--- src/rtl/lkv_pkg.sv ---
// ----------------------------------------------------------------------------
// lkv_pkg
// Shared types and constants for the lru key/value cache.
// ----------------------------------------------------------------------------
package lkv_pkg;

  localparam int KEY_W             = 16;
  localparam int DATA_W            = 32;
  localparam int STAMP_W           = 32;
  localparam int CACHE_ENTRIES_DEF = 16;

  localparam logic OP_LOOKUP = 1'b0;
  localparam logic OP_INSERT = 1'b1;

  typedef struct packed {
    logic [KEY_W-1:0]   key;
    logic [DATA_W-1:0]  data;
    logic [STAMP_W-1:0] stamp;
  } entry_t;

  typedef enum logic [1:0] {
    ST_IDLE,
    ST_SCAN,
    ST_WRITE
  } state_t;

endpackage

--- src/rtl/lkv_in_if.sv ---
// ----------------------------------------------------------------------------
// lkv_in_if
// Request channel of the lru key/value cache.
// ----------------------------------------------------------------------------
interface lkv_in_if;

  logic                       valid;
  logic                       ready;
  logic                       op;
  logic [lkv_pkg::KEY_W-1:0]  key;
  logic [lkv_pkg::DATA_W-1:0] data_in;

  modport source (output valid, output op, output key, output data_in, input ready);
  modport sink   (input valid, input op, input key, input data_in, output ready);

endinterface

--- src/rtl/lkv_out_if.sv ---
// ----------------------------------------------------------------------------
// lkv_out_if
// Result channel of the lru key/value cache.
// ----------------------------------------------------------------------------
interface lkv_out_if;

  logic                       valid;
  logic                       ready;
  logic                       hit;
  logic [lkv_pkg::DATA_W-1:0] data_out;
  logic                       evicted;

  modport source (output valid, output hit, output data_out, output evicted, input ready);
  modport sink   (input valid, input hit, input data_out, input evicted, output ready);

endinterface

--- src/rtl/lkv_ram.sv ---
// ----------------------------------------------------------------------------
// lkv_ram
// Generic single write port, single read port ram with registered read.
// ----------------------------------------------------------------------------
module lkv_ram #(
  parameter int WIDTH = 8,
  parameter int DEPTH = 16
) (
  input  logic                     clk,
  input  logic                     we,
  input  logic [$clog2(DEPTH)-1:0] waddr,
  input  logic [WIDTH-1:0]         wdata,
  input  logic [$clog2(DEPTH)-1:0] raddr,
  output logic [WIDTH-1:0]         rdata
);

  logic [WIDTH-1:0] mem_r [DEPTH];
  logic [WIDTH-1:0] rdata_r;

  always_ff @(posedge clk) begin
    if (we) begin
      mem_r[waddr] <= wdata;
    end
    rdata_r <= mem_r[raddr];
  end

  assign rdata = rdata_r;

endmodule

--- src/rtl/lru_key_value_cache.sv ---
// ----------------------------------------------------------------------------
// lru_key_value_cache
// Fully associative key/value cache with least-recently-used replacement.
// ----------------------------------------------------------------------------
// A lookup returns the stored data on a hit and refreshes the entry's stamp;
// an insert updates a present key, fills the next free slot, or replaces the
// entry with the oldest stamp once the store is full (lowest index on ties).
// Entries live in one ram with a single read port, so every request scans the
// filled entries one per cycle. The request channel is not ready while a
// request is in progress. Results sit in an output register; a request
// finishes only once the previous result has been taken. No clearing pass
// follows reset.
// ----------------------------------------------------------------------------
module lru_key_value_cache #(
  parameter int CACHE_ENTRIES = lkv_pkg::CACHE_ENTRIES_DEF
) (
  input  logic      clk,
  input  logic      rst_n,
  lkv_in_if.sink    in_chan,
  lkv_out_if.source out_chan
);

  localparam int IDX_W = $clog2(CACHE_ENTRIES);
  localparam int CNT_W = $clog2(CACHE_ENTRIES + 1);

  lkv_pkg::state_t state_r, state_nxt;

  logic                          op_r, op_nxt;
  logic [lkv_pkg::KEY_W-1:0]     key_r, key_nxt;
  logic [lkv_pkg::DATA_W-1:0]    data_r, data_nxt;

  logic [CNT_W-1:0]              fill_r, fill_nxt;
  logic [lkv_pkg::STAMP_W-1:0]   clock_r, clock_nxt;

  logic [IDX_W-1:0]              addr_r, addr_nxt;
  logic                          issue_done_r, issue_done_nxt;
  logic                          rd_vld_r, rd_vld_nxt;
  logic [IDX_W-1:0]              rd_idx_r, rd_idx_nxt;

  logic                          found_r, found_nxt;
  logic [IDX_W-1:0]              match_idx_r, match_idx_nxt;
  logic [lkv_pkg::DATA_W-1:0]    match_data_r, match_data_nxt;
  logic [IDX_W-1:0]              min_idx_r, min_idx_nxt;
  logic [lkv_pkg::STAMP_W-1:0]   min_stamp_r, min_stamp_nxt;

  logic                          out_valid_r, out_valid_nxt;
  logic                          out_hit_r, out_hit_nxt;
  logic [lkv_pkg::DATA_W-1:0]    out_data_r, out_data_nxt;
  logic                          out_evicted_r, out_evicted_nxt;

  logic                          ram_we;
  logic [IDX_W-1:0]              ram_waddr;
  lkv_pkg::entry_t               ram_wdata;
  lkv_pkg::entry_t               ram_rdata;

  logic                          accept;
  logic                          out_take;
  logic                          proceed;
  logic                          store_full;
  logic [lkv_pkg::STAMP_W-1:0]   clock_inc;

  lkv_ram #(
    .WIDTH ($bits(lkv_pkg::entry_t)),
    .DEPTH (CACHE_ENTRIES)
  ) u_entries (
    .clk   (clk),
    .we    (ram_we),
    .waddr (ram_waddr),
    .wdata (ram_wdata),
    .raddr (addr_r),
    .rdata (ram_rdata)
  );

  assign in_chan.ready     = (state_r == lkv_pkg::ST_IDLE);
  assign accept            = in_chan.valid && in_chan.ready;
  assign out_take          = out_valid_r && out_chan.ready;
  assign proceed           = !out_valid_r || out_chan.ready;
  assign store_full        = (fill_r == CNT_W'(CACHE_ENTRIES));
  assign clock_inc         = (clock_r == '1) ? clock_r : clock_r + 1'b1;

  assign out_chan.valid    = out_valid_r;
  assign out_chan.hit      = out_hit_r;
  assign out_chan.data_out = out_data_r;
  assign out_chan.evicted  = out_evicted_r;

  always_ff @(posedge clk) begin
    if (!rst_n) begin
      state_r      <= lkv_pkg::ST_IDLE;
      fill_r       <= '0;
      clock_r      <= '0;
      rd_vld_r     <= 1'b0;
      issue_done_r <= 1'b0;
      out_valid_r  <= 1'b0;
    end else begin
      state_r      <= state_nxt;
      fill_r       <= fill_nxt;
      clock_r      <= clock_nxt;
      rd_vld_r     <= rd_vld_nxt;
      issue_done_r <= issue_done_nxt;
      out_valid_r  <= out_valid_nxt;
    end
  end

  always_ff @(posedge clk) begin
    op_r          <= op_nxt;
    key_r         <= key_nxt;
    data_r        <= data_nxt;
    addr_r        <= addr_nxt;
    rd_idx_r      <= rd_idx_nxt;
    found_r       <= found_nxt;
    match_idx_r   <= match_idx_nxt;
    match_data_r  <= match_data_nxt;
    min_idx_r     <= min_idx_nxt;
    min_stamp_r   <= min_stamp_nxt;
    out_hit_r     <= out_hit_nxt;
    out_data_r    <= out_data_nxt;
    out_evicted_r <= out_evicted_nxt;
  end

  always_comb begin
    state_nxt       = state_r;
    op_nxt          = op_r;
    key_nxt         = key_r;
    data_nxt        = data_r;
    fill_nxt        = fill_r;
    clock_nxt       = clock_r;
    addr_nxt        = addr_r;
    issue_done_nxt  = issue_done_r;
    rd_vld_nxt      = 1'b0;
    rd_idx_nxt      = addr_r;
    found_nxt       = found_r;
    match_idx_nxt   = match_idx_r;
    match_data_nxt  = match_data_r;
    min_idx_nxt     = min_idx_r;
    min_stamp_nxt   = min_stamp_r;
    out_valid_nxt   = out_take ? 1'b0 : out_valid_r;
    out_hit_nxt     = out_hit_r;
    out_data_nxt    = out_data_r;
    out_evicted_nxt = out_evicted_r;
    ram_we          = 1'b0;
    ram_waddr       = match_idx_r;
    ram_wdata       = '{key: key_r, data: data_r, stamp: clock_r};

    // compare stage, one entry per cycle
    if (rd_vld_r) begin
      if (!found_r && ram_rdata.key == key_r) begin
        found_nxt      = 1'b1;
        match_idx_nxt  = rd_idx_r;
        match_data_nxt = ram_rdata.data;
      end
      if (rd_idx_r == '0 || ram_rdata.stamp < min_stamp_r) begin
        min_idx_nxt   = rd_idx_r;
        min_stamp_nxt = ram_rdata.stamp;
      end
    end

    case (state_r)
      lkv_pkg::ST_IDLE: begin
        if (accept) begin
          op_nxt         = in_chan.op;
          key_nxt        = in_chan.key;
          data_nxt       = in_chan.data_in;
          addr_nxt       = '0;
          issue_done_nxt = (fill_r == '0);
          found_nxt      = 1'b0;
          state_nxt      = lkv_pkg::ST_SCAN;
        end
      end
      lkv_pkg::ST_SCAN: begin
        if (!issue_done_r) begin
          rd_vld_nxt = 1'b1;
          if (CNT_W'(addr_r) + CNT_W'(1) == fill_r) begin
            issue_done_nxt = 1'b1;
          end else begin
            addr_nxt = addr_r + 1'b1;
          end
        end else if (!rd_vld_r) begin
          state_nxt = lkv_pkg::ST_WRITE;
        end
      end
      lkv_pkg::ST_WRITE: begin
        if (proceed) begin
          out_valid_nxt   = 1'b1;
          out_hit_nxt     = found_r;
          out_data_nxt    = '0;
          out_evicted_nxt = 1'b0;
          if (op_r == lkv_pkg::OP_INSERT) begin
            ram_we    = 1'b1;
            clock_nxt = clock_inc;
            if (found_r) begin
              ram_waddr = match_idx_r;
            end else if (!store_full) begin
              ram_waddr = fill_r[IDX_W-1:0];
              fill_nxt  = fill_r + 1'b1;
            end else begin
              ram_waddr       = min_idx_r;
              out_evicted_nxt = 1'b1;
            end
          end else if (found_r) begin
            ram_we       = 1'b1;
            ram_waddr    = match_idx_r;
            ram_wdata    = '{key: key_r, data: match_data_r, stamp: clock_r};
            clock_nxt    = clock_inc;
            out_data_nxt = match_data_r;
          end
          state_nxt = lkv_pkg::ST_IDLE;
        end
      end
      default: begin
        state_nxt = lkv_pkg::ST_IDLE;
      end
    endcase
  end

endmodule

--- src/flat_wrapper.sv ---
// flat-port wrapper written by rule: the top's interface ports become plain ports
module lru_key_value_cache_flat 
#(
  parameter int CACHE_ENTRIES = lkv_pkg::CACHE_ENTRIES_DEF
)
  (clk, rst_n, in_chan_valid, in_chan_op, in_chan_key, in_chan_data_in, in_chan_ready, out_chan_valid, out_chan_hit, out_chan_data_out, out_chan_evicted, out_chan_ready);
  lkv_in_if in_chan_i ();
  lkv_out_if out_chan_i ();
  input  logic clk;
  input  logic rst_n;
  input wire logic [$bits(in_chan_i.valid)-1:0] in_chan_valid;
  input wire logic [$bits(in_chan_i.op)-1:0] in_chan_op;
  input wire logic [$bits(in_chan_i.key)-1:0] in_chan_key;
  input wire logic [$bits(in_chan_i.data_in)-1:0] in_chan_data_in;
  output wire logic [$bits(in_chan_i.ready)-1:0] in_chan_ready;
  output wire logic [$bits(out_chan_i.valid)-1:0] out_chan_valid;
  output wire logic [$bits(out_chan_i.hit)-1:0] out_chan_hit;
  output wire logic [$bits(out_chan_i.data_out)-1:0] out_chan_data_out;
  output wire logic [$bits(out_chan_i.evicted)-1:0] out_chan_evicted;
  input wire logic [$bits(out_chan_i.ready)-1:0] out_chan_ready;
  assign in_chan_i.valid = in_chan_valid;
  assign in_chan_i.op = in_chan_op;
  assign in_chan_i.key = in_chan_key;
  assign in_chan_i.data_in = in_chan_data_in;
  assign in_chan_ready = in_chan_i.ready;
  assign out_chan_valid = out_chan_i.valid;
  assign out_chan_hit = out_chan_i.hit;
  assign out_chan_data_out = out_chan_i.data_out;
  assign out_chan_evicted = out_chan_i.evicted;
  assign out_chan_i.ready = out_chan_ready;
  lru_key_value_cache #(.CACHE_ENTRIES(CACHE_ENTRIES)) u_core (.clk(clk), .rst_n(rst_n), .in_chan(in_chan_i), .out_chan(out_chan_i));
endmodule
--- config.mk ---
export PLATFORM = sky130hd
export DESIGN_NAME = lru_key_value_cache_flat
export DESIGN_NICKNAME = d
export VERILOG_FILES = /design/src/rtl/lkv_pkg.sv /design/src/rtl/lkv_in_if.sv /design/src/rtl/lkv_out_if.sv /design/src/rtl/lkv_ram.sv /design/src/rtl/lru_key_value_cache.sv /design/src/flat_wrapper.sv
export SDC_FILE = /design/constraint.sdc
export NUM_CORES = 2
export LEC_CHECK = 0
export BUFFER_PORTS_ARGS = -buffer_cell sky130_fd_sc_hd__buf_2
export CORE_MARGIN = 2
export CORE_UTILIZATION = 39
export CTS_BUF_LIST = sky130_fd_sc_hd__clkbuf_8
export DETAILED_ROUTE_END_ITERATION = 7
export PLACE_DENSITY = 0.63
export SLEW_MARGIN = 40
export SYNTH_ARGS = -nofsm -noshare
export SYNTH_HDL_FRONTEND = slang
export SYNTH_HIERARCHICAL = 1
export SYNTH_SLANG_ARGS = --single-unit
--- constraint.sdc ---
create_clock -name clk -period 9.5 [get_ports clk]
set_input_delay 0.475 -clock clk [delete_from_list [all_inputs] [get_ports clk]]
set_output_delay 0.475 -clock clk [all_outputs]
set_load 0.01 [all_outputs]
==> results_dict.tcl, run 1 <==
set metrics [dict create \
    dp.final_hpwl_um 67660 \
    rr_endpoint "u_core/u_entries/mem_r[5][35]$_DFFE_PP_" \
    synth_top_cell_area_share 0.7420 \
    antenna_found_initial 4 \
    htreeDepth 4 \
    synth_area_um2 58240 \
    setup_viol 0 \
    port_buffers 88 \
    reg2regPathDepth 8 \
    cts.repair.resized 0 \
    cp.required_ns 10.05 \
    fin_crit_sh 0.4830 \
    dp.cells 4688 \
    ys_warn_count 6 \
    wl_per_cell_um 24.57 \
    cap_violations 0 \
    area_growth_pct 14.48 \
    cts_setup_buffers 0 \
    hold_class "in -> reg" \
    holdBufCountCts 51 \
    viasPerCell 5.400 \
    fill_cells 12320 \
    die_h_um 390.4 \
    fmax_ghz 0.2180 \
    r2r-start "u_core/out_chan.valid$_SDFF_PN0_" \
    cts.clk_slew.worst_paths_ns 0.07 \
    postRouteAntennaNets 0 \
    ys_async_sr_fraction 0 \
    worstSetupStartpoint "u_core/out_chan.valid$_SDFF_PN0_" \
    fin_nets 3135 \
    synthFlopType "edfxtp_1" \
    cp.arrival_ns 5.13 \
    cts_root_buffer "clkbuf_8" \
    ios 89 \
    fin_crit_ns 4.588 \
    syn_avg_cell_area_um2 21.40 \
    synthDistinctLibCells 58 \
    clock_tree.buffer_depth 3 \
    finalNonFillerCells 5187 \
    holdWs_ns 0.09651 \
    status "completed" \
    finalHoldViolCount 0 \
    grt_pass1_vias 29180 \
    dieArea_um2 152400 \
    end_kind "flip-flop" \
    placeableCoreArea_um2 148000 \
    synthAdderAreaFrac 0.007520 \
    drt-initial-drc-count 2571 \
    num_rows 141 \
    syn_nets 2809 \
    syn_inst 2721 \
    endpoint "u_core/u_entries/mem_r[5][35]$_DFFE_PP_" \
    skew_ns 0.03827 \
    numCtsBuffers 234 \
    synth_xor_area_frac 0.003910 \
    synth_area_leaders "edfxtp_1 (74%), mux4_2 (12%), dfxtp_1 (4.4%)" \
    grt_pass1_wl_um 189200 \
    drtPass1Iterations 7 \
    rsz0062_at_grt "no" \
    gp_congestion 0.7709 \
    wl_um 127400 \
    synth-seq-cells 1566 \
    pwr_density_cell_nw_per_um2 213.0 \
    layout_common_cells "edfxtp_1 (1439), mux4_2 (320), clkbuf_8 (249)" \
    rrSetupSlack_ns 4.91 \
    drcViolationCount 0 \
    grt_usage 0.1674 \
    start_util 0.3935 \
    critPathKind "reg -> reg" \
    synth_top_family_by_area "multiplexers" \
    yosys.area.top_type "edfxtp_1" \
    clkSinkCount 1566 \
    cp_max_fo 37 \
    peakVddDrop_mv 0.1283 \
    final_common_cell "edfxtp_1" \
    cts_tree "built" \
    grt_start_max_net_pins 120 \
    ys_seq_area_frac 0.7856 \
    crit_path_start_kind "flip-flop" \
    clock_latency_ns 0.93 \
    setup_tns_ns 0 \
    drive_gt1_frac 0.2623 \
    synth_compound_area_frac 0.03049 \
    overflow 0 \
    die_w_um 390.4 \
    synth-simple-area-share 0.02784 \
    synth.area.mux_share 0.1310 \
    report.power.total_w 0.01420 \
    via_count 28010 \
    leakage_nw 21.86 \
    synth_edf_count 1439 \
    slew_viol_final 0 \
    tightest_slew_ns 0.8378 \
    slew_headroom 0.4414 \
]
flip-flops by register name, indices dropped and copies added, names as in the netlist:
register,flops
u_core/issue_done_r,1
u_core/rd_vld_r,1
u_core/rd_idx_r,4
u_core/match_data_r,32
u_core/u_entries/rdata,80
u_core/out_chan.evicted,1
u_core/out_chan.valid,1
u_core/op_r,1
u_core/out_chan.hit,1
u_core/key_r,16
u_core/min_idx_r,4
u_core/match_idx_r,4
u_core/u_entries/mem_r,1280
u_core/fill_r,5
u_core/clock_r,32
u_core/found_r,1
u_core/data_r,32
u_core/out_chan.data_out,32
u_core/addr_r,4
u_core/min_stamp_r,32
u_core/state_r,2
power by group:
part           leakage, nW  total, W  internal (W)  switching (W)
clock                 2.70   0.00520       0.00263        0.00257
sequential            14.3   0.00777       0.00767      0.0000968
combinational         4.83   0.00124      0.000561       0.000678
total                 21.9    0.0142        0.0109        0.00334
cell usage after synthesis, types with 5 or more instances:
library cell,n
edfxtp_1,1439
mux4_2,320
a22oi_1,160
dfxtp_1,127
nand2_1,108
clkbuf_1,56
inv_1,43
nor2_1,40
a21oi_1,39
ha_1,35
and2_1,34
mux2_2,32
buf_1,26
buf_2,25
nand3_1,24
nand4_1,21
xnor2_1,19
o21ai_0,18
or3_1,18
buf_6,15
nand2b_1,14
or4_1,11
nor3_1,10
o31ai_1,10
nor4_1,7
xor2_1,7
mux2i_1,6
and4_1,5
through the flow:
step	area (µm²)	setup slack (ns)	util
after floorplan	58240	1.700	-
after CTS	66600	4.758	0.4499
after detailed placement	61580	4.474	0.4160
after global placement	61100	4.416	0.4128
final	66670	4.912	0.4504
after global routing	66670	4.488	0.4504
layer usage:
layer	part of all wire	track usage
met1	0.45	0.2396
met2	0.48	0.2643
met3	0.060	0.02785
met4	0.018	0.04984
met5	0	0
final cells by class:
class	instances	area, µm²	area share
clock buffer	249	3427	0.05140
inverter	43	162.7	0.002440
clock inverter	196	1081	0.01622
sequential	1566	45750	0.6863
timing repair buffer	216	1954	0.02931
multi-input combinational	986	11870	0.1781
antenna	1	2.502	0.00003753
tap	1930	2415	0.03622
worst min path at each step:
| stage | start | end | slack, ns | depth (start not counted) |
|---|---|---|---|---|
| 5_1_grt | rst_n | u_core/state_r[0]$_SDFFE_PN0P_ | 0.05 | 2 |
| 3_5_place_dp | u_core/u_entries/rdata[54]$_DFF_P_ | u_core/match_data_r[22]$_DFFE_PP_ | 0.39 | 0 |
| 4_1_cts | rst_n | u_core/state_r[0]$_SDFFE_PN0P_ | 0.002 | 2 |
| 3_3_place_gp | u_core/u_entries/rdata[55]$_DFF_P_ | u_core/match_data_r[23]$_DFFE_PP_ | 0.39 | 0 |
| 6_report | rst_n | u_core/state_r[0]$_SDFFE_PN0P_ | 0.1 | 2 |
| 2_1_floorplan | u_core/u_entries/rdata[32]$_DFF_P_ | u_core/match_data_r[0]$_DFFE_PP_ | 0.39 | 0 |
worst max-delay path, cell delays in order (launching register included):
cell	delay, ns
dfxtp_1	0.32
nor2b_1	0.24
nor3_1	0.67
nor2_1	0.10
a31oi_1	0.58
nand2b_1	0.41
nor2_4	0.61
buf_4	0.71
buf_4	0.54
logic make-up (layout without fill, tap and decap cells):
logic type,after synthesis,count (layout)
DFF,1566,1566
adders and majority gates,35,35
muxes,358,358
and+or+nand+nor,314,314
xor gates and xnor gates,26,26
buffers and inverters,169,704
other,0,1
AOI/OAI and AO/OA,253,253
No activity file was read; power rests on OpenSTA's default activity.
==> run 2: changes to the inputs <==
--- a/config.mk
+++ b/config.mk
@@ -5,12 +5,13 @@
 export SDC_FILE = /design/constraint.sdc
 export NUM_CORES = 2
 export LEC_CHECK = 0
+export ABC_AREA = 1
 export BUFFER_PORTS_ARGS = -buffer_cell sky130_fd_sc_hd__buf_2
 export CORE_MARGIN = 2
 export CORE_UTILIZATION = 39
 export CTS_BUF_LIST = sky130_fd_sc_hd__clkbuf_8
 export DETAILED_ROUTE_END_ITERATION = 7
-export PLACE_DENSITY = 0.63
+export PLACE_DENSITY = 0.65
 export SLEW_MARGIN = 40
 export SYNTH_ARGS = -nofsm -noshare
 export SYNTH_HDL_FRONTEND = slang
==> constraint.sdc (replaced) <==
create_clock -name clk -period 4.1 [get_ports clk]
set_input_delay 0.205 -clock clk [delete_from_list [all_inputs] [get_ports clk]]
set_output_delay 0.205 -clock clk [all_outputs]
set_load 0.01 [all_outputs]
==> results_dict.tcl, run 2 <==
set metrics [dict create \
    cap_violations 0 \
    synth_edf_count 1439 \
    fin_crit_sh 0.7969 \
    synth_top_cell_area_share 0.6603 \
    drive_gt1_frac 0.08189 \
    yosys.area.top_type "edfxtp_1" \
    clkSinkCount 1566 \
    yosys-top-cells-count "nand2_1 (1913), edfxtp_1 (1439), inv_1 (1081), nand3_1 (980), buf_2 (185)" \
    critPathBufInv 4 \
    drt-initial-drc-count 4429 \
    hold_class "in -> reg" \
    numCtsBuffers 237 \
    synthDistinctLibCells 36 \
    cp_slowest_cell "buf_4" \
    peakVddDrop_mv 0.3185 \
    leakage_nw 31.23 \
    overflow 0 \
    layout_common_cells "nand2_1 (1913), edfxtp_1 (1439), inv_1 (1186)" \
    post-synth-top-count-cell "nand2_1" \
    worst-path-stages 12 \
    wl_per_cell_um 18.34 \
    cts.clk_slew.worst_paths_ns 0.06 \
    finalInstanceArea_um2 74190 \
    drtPass1Iterations 6 \
    fmax_ghz 0.3061 \
    clock_tree.buffer_depth 3 \
    ys_async_sr_fraction 0 \
    synthFlopType "edfxtp_1" \
    area_growth_pct 13.37 \
    critPathKind "reg -> reg" \
    grt_usage 0.1884 \
    cts_tree "built" \
    fin_nets 6530 \
    hp-start "in_chan_op" \
    die_h_um 413.6 \
    worstHoldPathCells 2 \
    postRouteAntennaNets 0 \
    num_rows 150 \
    crit_chain "inv_1 -> ha_1 -> nand2_1 -> nor2_1 -> nand2_1 -> inv_1 -> nor2_4 -> inv_1 -> o22ai_1 -> nand2_1 -> nor2_4 -> buf_4" \
    synth-seq-cells 1566 \
    ys_seq_area_frac 0.6991 \
    cts_root_buffer "clkbuf_8" \
    syn_avg_cell_area_um2 10.58 \
    synth_area_um2 65440 \
    cts.repair.resized 0 \
    rsz0062_at_grt "no" \
    clock_latency_ns 0.96 \
    viasPerCell 4.919 \
    dp.final_hpwl_um 87790 \
    slew_headroom 0.3776 \
    htreeDepth 4 \
    port_buffers 88 \
    worstSetupStartpoint "u_core/fill_r[0]$_SDFFE_PN0P_" \
    slew_viol_final 0 \
    final_common_cell "nand2_1" \
    fin_crit_ns 3.267 \
    status "completed" \
    slowest_delay_ns 0.63 \
    grt_start_max_net_pins 177 \
    synth_area_leaders "edfxtp_1 (66%), nand2_1 (11%), nand3_1 (7.5%)" \
    cp_max_fo 42 \
    gp_congestion 0.8403 \
    placeableCoreArea_um2 166800 \
    drcViolationCount 0 \
    setup_viol 0 \
    syn_inst 6183 \
    via_count 43530 \
    ios 89 \
    regMostFlops "u_core/u_entries/mem_r" \
    die_w_um 413.6 \
    ys_warn_count 6 \
    start_util 0.3922 \
    skew_ns 0.07758 \
    end_kind "flip-flop" \
    cp.required_ns 4.65 \
    crit_family "buffers and inverters" \
    cts_setup_buffers 0 \
    dieArea_um2 171100 \
    pwr_density_cell_nw_per_um2 469.1 \
    cp.arrival_ns 3.82 \
    largest_reg_flops 1280 \
    antenna_found_initial 9 \
    dpl_cell_area_um2 68620 \
    r2r-start "u_core/fill_r[0]$_SDFFE_PN0P_" \
    crit_path_start_kind "flip-flop" \
    finalNonFillerCells 8850 \
    dp.cells 8303 \
    tightest_slew_ns 0.9337 \
    grt_pass1_vias 42090 \
    syn_nets 6271 \
    reg2regPathDepth 12 \
    wl_um 162300 \
    finalHoldViolCount 0 \
    holdBufCountCts 101 \
    grt_pass1_wl_um 248800 \
]
==> run 2: worst reg2reg max path, stage by stage (launching register included) <==
cell	delay, ns
dfxtp_1	0.44
inv_1	0.10
ha_1	0.20
nand2_1	0.06
nor2_1	0.05
nand2_1	0.10
inv_1	0.12
nor2_4	0.19
inv_1	0.10
o22ai_1	0.30
nand2_1	0.32
nor2_4	0.22
buf_4	0.63
==> run 2: kinds of logic (layout without fill, tap and decap cells) <==
group	Yosys count	count (layout)	share of synthesized area
and+or+nand+nor	3060	3060	0.1964
DFF	1566	1566	0.6991
buffers and inverters	1376	1836	0.08435
AOI/OAI and AO/OA	114	114	0.009082
adders and majority gates	35	35	0.006692
xor gates and xnor gates	32	32	0.004283
other	0	3	0
==> run 2: path summary, 6_finish.rpt <==
path                            slack, ns                                  endpoint
worst max-delay path                 0.83  u_core/u_entries/mem_r[11][45]$_DFFE_PP_
worst max register to register       0.83  u_core/u_entries/mem_r[11][45]$_DFFE_PP_
worst min register to register       0.39         u_core/match_data_r[28]$_DFFE_PP_
worst min-delay path                 0.11                     u_core/op_r$_DFFE_PP_
==> run 2: cell type report <==
cell class	instances	area, µm²
tap	2204	2758
antenna	3	7.507
fill	15270	92660
clock inverter	178	883.3
timing repair buffer	307	2755
sequential	1566	45750
multi-input combinational	3241	14310
inverter	1089	4120
clock buffer	262	3606
==> run 2: where the power goes <==
group,switching [W],internal (W)
clock,0.00608,0.00602
sequential,0.000184,0.0179
combinational,0.00331,0.00134
total,0.00957,0.0252
==> run 2: per-stage QoR <==
step	power (W)	util	worst slack [ns]	setup TNS, ns	hold WS, ns
after floorplan	0.02140	-	-1.266	-1616.80	0.3039
after global placement	0.02289	0.4110	0.9915	0	0.3810
after detailed placement	0.02293	0.4113	0.8730	0	0.3834
after CTS	0.03506	0.4443	0.8570	0	0.01816
after global routing	0.03627	0.4446	0.6887	0	0.04958
final	0.03480	0.4447	0.8329	0	0.1103
==> run 2: per-layer routing <==
metal  part of all wire  global-route usage
met1               0.42              0.2533
met2               0.48              0.3101
met3              0.077             0.03422
met4              0.025             0.05743
met5           0.000080                   0
